<file path="config.mk">
export PLATFORM = sky130hd
export DESIGN_NAME = dhl_sine
export DESIGN_NICKNAME = d
export VERILOG_FILES = /design/src/design/dhl_pkg.sv /design/src/design/dhl_sine.sv
export SDC_FILE = /design/constraint.sdc
export NUM_CORES = 2
export LEC_CHECK = 0
export ABC_AREA = 1
export BUFFER_PORTS_ARGS = -buffer_cell sky130_fd_sc_hd__buf_4
export CAP_MARGIN = 30
export CORE_ASPECT_RATIO = 1.25
export CORE_UTILIZATION = 40
export CTS_CLUSTER_DIAMETER = 150
export DETAILED_ROUTE_END_ITERATION = 7
export PLACE_DENSITY_LB_ADDON = 0.08
export SYNTH_ARGS = -nofsm -noshare
export SYNTH_HDL_FRONTEND = slang
export SYNTH_SLANG_ARGS = --single-unit
export TNS_END_PERCENT = 50
</file>
<file path="constraint.sdc">
create_clock -name i_clk -period 15.4 [get_ports i_clk]
set_input_delay 1.54 -clock i_clk [delete_from_list [all_inputs] [get_ports i_clk]]
set_output_delay 1.54 -clock i_clk [all_outputs]
set_load 0.02 [all_outputs]
</file>
<file path="src/design/dhl_pkg.sv">
package dhl_pkg;

    localparam int DHL_STAGES      = 7;
    localparam int DHL_SINE_STAGES = 4;

    localparam logic [16:0] DHL_QUARTER = 17'h08000;
    localparam logic [15:0] DHL_X_FULL  = 16'h8000;
    localparam logic [30:0] DHL_POLY_A  = 31'd1686629713;
    localparam logic [29:0] DHL_POLY_B  = 30'd688904866;
    localparam logic [26:0] DHL_POLY_C  = 27'd76016977;

    localparam int DHL_SA = 0;
    localparam int DHL_CA = 1;
    localparam int DHL_ST = 2;
    localparam int DHL_CT = 3;
    localparam int DHL_SJ = 4;
    localparam int DHL_CJ = 5;
    localparam int DHL_TRIGS = 6;

    typedef struct packed {
        logic signed [15:0] twist_angle;
        logic signed [15:0] joint_angle;
        logic signed [31:0] link_length;
        logic signed [31:0] link_offset;
    } t_dhl_in;

    typedef struct packed {
        logic signed [15:0] quat_w;
        logic signed [15:0] quat_x;
        logic signed [15:0] quat_y;
        logic signed [15:0] quat_z;
        logic signed [31:0] pos_x;
        logic signed [31:0] pos_y;
        logic signed [31:0] pos_z;
    } t_dhl_out;

    typedef struct packed {
        logic [DHL_SINE_STAGES-1:0] sine;
        logic                       prod;
        logic                       round;
    } t_dhl_en;

endpackage

</file>
<file path="src/design/dhl_sine.sv">
module dhl_sine
    import dhl_pkg::*;
(
    input  logic                       i_clk,
    input  logic [DHL_SINE_STAGES-1:0] i_en,
    input  logic [16:0]                i_phase,
    output logic [30:0]                o_mag,
    output logic                       o_neg
);

    logic [15:0] n1_x;
    logic [31:0] p1;
    logic [57:0] p2;
    logic [60:0] p3;
    logic [46:0] p4;
    logic [29:0] n2_t1;
    logic [30:0] n3_t2;

    logic [15:0] r1_x, r2_x, r3_x;
    logic [30:0] r1_x2, r2_x2;
    logic        r1_neg, r2_neg, r3_neg, r4_neg;
    logic [29:0] r2_t1;
    logic [30:0] r3_t2;
    logic [30:0] r4_s;

    always_comb begin
        if (i_phase[15]) begin
            n1_x = DHL_X_FULL - {1'b0, i_phase[14:0]};
        end else begin
            n1_x = {1'b0, i_phase[14:0]};
        end
        p1    = 32'(n1_x) * 32'(n1_x);
        p2    = 58'(DHL_POLY_C) * 58'(r1_x2);
        n2_t1 = DHL_POLY_B - {2'b00, p2[57:30]};
        p3    = 61'(r2_x2) * 61'(r2_t1);
        n3_t2 = DHL_POLY_A - p3[60:30];
        p4    = 47'(r3_t2) * 47'(r3_x);
    end

    always_ff @(posedge i_clk) begin
        if (i_en[0]) begin
            r1_x   <= n1_x;
            r1_x2  <= p1[30:0];
            r1_neg <= i_phase[16];
        end
        if (i_en[1]) begin
            r2_x   <= r1_x;
            r2_x2  <= r1_x2;
            r2_t1  <= n2_t1;
            r2_neg <= r1_neg;
        end
        if (i_en[2]) begin
            r3_x   <= r2_x;
            r3_t2  <= n3_t2;
            r3_neg <= r2_neg;
        end
        if (i_en[3]) begin
            r4_s   <= p4[45:15];
            r4_neg <= r3_neg;
        end
    end

    assign o_mag = r4_s;
    assign o_neg = r4_neg;

endmodule

</file>
# After elaboration in Yosys (flattened, before gate mapping)

Cells that the tools add are included.

Multiply operators: 4
Divide/modulo/power cells: 0
Mux-type cells: 1
Order comparisons: 0
Reduce and logical (&&, ||, !) cells: 0
Add/sub/neg operators: 3
Equality and inequality tests: 0
Shift operators: 0
Bitwise gates (word level): 0

Operators with widths:

| cell                   | count |
|---|---|
| $mul 31x30->61         | 1 |
| $mul 27x31->58 const A | 1 |
| $mul 31x16->46         | 1 |
| $mul 16x16->31         | 1 |
| $sub 31x31->31 const A | 1 |
| $sub 30x28->30 const A | 1 |
| $mux 16                | 1 |
| $sub 16x15->16 const A | 1 |

Logic and storage cells: 20
Input bits: 22
Flip-flop bits (word level): 206
RAM bits: 0
Output and inout bits: 32
Memories: 0
ROM bits: 0
Bits in latches: 0

# Logic depth before layout (Yosys ltp)

Word-level depth: 3
Depth in mapped cells: 44
Gate-level depth less buffers: 43

# Least setup slack after synthesis

Ideal clock, no wire load.

Kind: input to register
Start: in i_phase[0]
End: reg r1_x2[24] (data pin)
Path buffers: 1
Required time: 15.141 ns
Arrival: 8.176 ns
Setup time: 0.259 ns
Stages on the path: 36
Path slack: 6.966 ns
Cells stage by stage: clkinv_1 > clkbuf_1 > ha_1 > inv_1 > nor3_1 > nand2_1 > inv_1 > a21oi_1 > nor2_1 > or2_2 > nand2_1 > inv_1 > nor2_1 > fa_1 > inv_1 > fa_1 > inv_1 > fa_1 > inv_1 > fa_1 > inv_1 > fa_1 > inv_1 > fa_1 > inv_1 > ha_1 > a21oi_1 > o21ai_0 > a21oi_1 > inv_1 > a21oi_1 > o21ai_1 > nand2_1 > inv_1 > or2_1 > xor2_1

Cells in the longest elaborated chain, start to end: 3

RTL lines:

| item                   | line           | text |
|---|---|---|
| start: declaration     | dhl_sine.sv:6  | `input logic [16:0] i_phase,` |
| $sub 16x15->16         | dhl_sine.sv:28 | `n1_x = DHL_X_FULL - {1'b0, i_phase[14:0]};` |
| $mux 16                | dhl_sine.sv:27 | `if (i_phase[15]) begin` |
| net n1_x[10]           | dhl_sine.sv:11 | `logic [15:0] n1_x;` |
| $mul 16x16->31         | dhl_sine.sv:32 | `p1 = 32'(n1_x) * 32'(n1_x);` |
| net p1[24]             | dhl_sine.sv:12 | `logic [31:0] p1;` |
| end signal: assignment | dhl_sine.sv:43 | `r1_x2 <= p1[30:0];` |
| end: declaration       | dhl_sine.sv:20 | `logic [30:0] r1_x2, r2_x2;` |

The timed path passes the listed nets, and every way through them passes these cells.
A chain may end at the register's enable or synchronous reset.

# Worst setup path in the final report

Start: in i_phase[0]
End: reg r1_x2[28] (data pin)

The elaborated chain is that of the path after synthesis.

==> results.sh <==
export IMPL_synth_area_um2=79510
export IMPL_synth_edff_count=202
export IMPL_syn2layout_area_growth_pct=5.536
export IMPL_drv_cap=0
export IMPL_cts_buffers=27
export IMPL_slew_headroom_pct=31.04
export IMPL_insertion_delay_ns=0.64
export IMPL_die_w_um=400.8
export IMPL_die_h_um=500.5
export IMPL_min_period_ns=9.012
export IMPL_drt_iter0_drc=3328
export IMPL_hold_ws_ns=0.4178
export IMPL_worstPathRequired_ns=15.76
export IMPL_skew_ns=0.03790
export IMPL_rr_worst_depth=32
export IMPL_reg2reg_from="r2_x2[24]"
export IMPL_drive_above_1_share_pct=3.625
export IMPL_hold_path_end="r3_x[2]"
export IMPL_crit_path_max_incr_delay_ns=0.53
export IMPL_overflow=0
export IMPL_grt_pass1_vias=67249
export IMPL_placed_area_um2=83010
export IMPL_port_buffers=53
export IMPL_met1_length_um=99090
export IMPL_r2r_end="r3_t2[27]"
export IMPL_route_met3_wl_um=8992
export IMPL_via_per_inst=4.827
export IMPL_synthesis_instances=10102
export IMPL_multi_input_area_um2=60320
export IMPL_ant_nets=0
export IMPL_holdPathStages=0
export IMPL_rows=182
export IMPL_post_synth_cell_area_avg_um2=7.871
export IMPL_vias=60908
export IMPL_status="complete, no violations"
export IMPL_drcViolationCount=0
export IMPL_drtPass1Iterations=5
export IMPL_end_kind="register"
export IMPL_post_cts_resized=0
export IMPL_cts_root_buf="clkbuf_16"
export IMPL_seq_area_um2=6066
export IMPL_dr_max_layer_used="met5"
export IMPL_worstPathArrival_ns=9.37
export IMPL_cts_tree="done"
export IMPL_max_clock_freq_mhz=111.0
export IMPL_wl_per_cell_um=19.60
export IMPL_fin_nets=12486
export IMPL_core_um2=197200
export IMPL_grt_max_degree=60
export IMPL_startpoint_type="primary input"
export IMPL_post_cts_buffers=0
export IMPL_finalMaxSlewViolations=0
export IMPL_setup_slack_ns=6.388
export IMPL_n_fill_cell=20325
export IMPL_critPathSlowestCell="fa_1"
export IMPL_worstPathMaxFanout=19
export IMPL_worst_slew_pin_slew_ns=1.034
export IMPL_rsz0062_at_grt="false"
export IMPL_synth_area_leaders="fa_1, inv_1, nand2_1"
export IMPL_yosys_cell_types_count=56
export IMPL_synth_top_area_share_pct=42.25
export IMPL_hp_class="reg -> reg"
export IMPL_cts_htree_levels=1
export IMPL_ctsHoldBuffers=0
export IMPL_synth_most_common_cell="inv_1"
export IMPL_grt_use_total_pct=25.42
export IMPL_met2_length_um=132100
export IMPL_setup_viol=0
export IMPL_final_area_um2=83910
export IMPL_dpl_hpwl_um=199700
export IMPL_ioPinCount=54
export IMPL_final_hold_viol_count=0
export IMPL_tns_ns=0
export IMPL_rrSetupSlack_ns=6.83
export IMPL_ys_async_sr_fraction_pct=0
export IMPL_place_gp_congestion=0.9213
export IMPL_synth_top_cells_by_count="inv_1, nand2_1, fa_1, ha_1, nor2_1"
export IMPL_yosys_area_top_type="fa_1"
export IMPL_dieArea_um2=200600
export IMPL_synth_ff_type="edfxtp_1"
export IMPL_routed_wirelength_um=247300
export IMPL_grt_pass1_wl_um=390200
export IMPL_place_worst_setup_slack_ns=5.718
export IMPL_yosysSeqAreaShare_pct=7.629
export IMPL_hp_start="r2_x[2]"
export IMPL_path_common_cell="inv_1"
export IMPL_cts_buffer_depth=3
export IMPL_initial_core_util_pct=40.32
export IMPL_period_share_pct=58.52
export IMPL_clock_sinks=202
export IMPL_ys_ff_latch=202
export IMPL_ys_warn_count=0
export IMPL_clk_pin_slew_worst_paths_ns=0.06
export IMPL_antenna_found_initial=4
export IMPL_critical_path_class="in -> reg"
==> how the worst max path moves through the flow <==
stage	startpoint	end	slack [ns]	cells past startpoint
after floorplan	i_phase[0]	r1_x2[24]	6.97	36
after global placement	i_phase[0]	r1_x2[24]	5.75	34
after detailed placement	i_phase[0]	r1_x2[28]	5.72	35
after CTS	i_phase[0]	r1_x2[28]	6.38	35
after global routing	i_phase[0]	r1_x2[28]	5.76	35
final	i_phase[0]	r1_x2[28]	6.39	35
==> metal layers <==
metal	GRT usage, %	up-vias
met2	48.38	1253
li1	-	28454
met5	0	-
met4	6.522	4
met3	1.719	341
met1	30.75	30856
==> cells in the final DEF (no fill, tap or decap), types with 5 or more instances in the layout <==
cell type,n
inv_1,3209
nand2_1,2636
fa_1,1678
ha_1,767
nor2_1,373
a21oi_1,203
edfxtp_1,202
nand3_1,168
buf_4,148
o21ai_0,94
xor2_1,83
nand4_1,59
nand2_2,51
nor2_2,35
conb_1,34
xnor2_1,30
nor3_1,27
clkbuf_16,27
a31oi_1,18
nand3b_1,16
inv_2,15
nand3_2,13
o21bai_1,12
o21ai_1,11
nor2_4,11
nor4_1,9
or2_2,8
nor3_2,7
o21a_1,7
nand2_4,6
clkinv_1,5
o211ai_1,5
and2_1,5
clkinv_2,5
inv_6,5
buf_16,5
==> registers in the layout, indices dropped and copies added (netlist names) <==
| signal | flops |
|---|---|
| r1_x | 16 |
| r3_x | 16 |
| r2_t1 | 30 |
| r2_neg | 1 |
| o_mag | 31 |
| r1_neg | 1 |
| o_neg | 1 |
| r3_neg | 1 |
| r1_x2 | 29 |
| r2_x | 16 |
| r2_x2 | 29 |
| r3_t2 | 31 |
==> logic make-up (layout without fill, tap and decap cells) <==
family          count (synthesis)  count (layout)  share of synthesized area [%]
buf+inv                      3528            3434                          16.66
xor+xnor                      113             113                          1.245
flops                         202             202                          7.629
fa+ha+maj                    2445            2445                          54.32
compound gates                378             378                          2.612
other cells                     2              35                       0.009445
simple gates                 3434            3434                          17.53
==> metrics by stage <==
step,std cells,utilization (%)
floorplan,10134,-
global placement,12559,42.01
detailed placement,12566,42.09
CTS,12616,42.55
global route,12616,42.55
finish,12617,42.55
==> critical path: cells and delay by family <==
family | cells | cell delay [ns]
adder cells (fa/ha/maj) | 8 | 3.77
AND/OR/NAND/NOR | 10 | 1.42
AO/OA/AOI/OAI | 6 | 1.15
XOR/XNOR | 1 | 0.14
buffers and inverters | 10 | 1.35
==> final cells by class <==
cell class	instances	area share [%]
antenna	1	0.002982
clock buffer	29	0.8141
clock inverter	21	0.2595
inverter	3229	14.44
multi-input combinational	6404	71.89
sequential	202	7.229
tap	2576	3.841
timing repair buffer	155	1.524
Power is not shown: default switching activity piles up to over one toggle a cycle in this logic, so the estimate is an artifact.
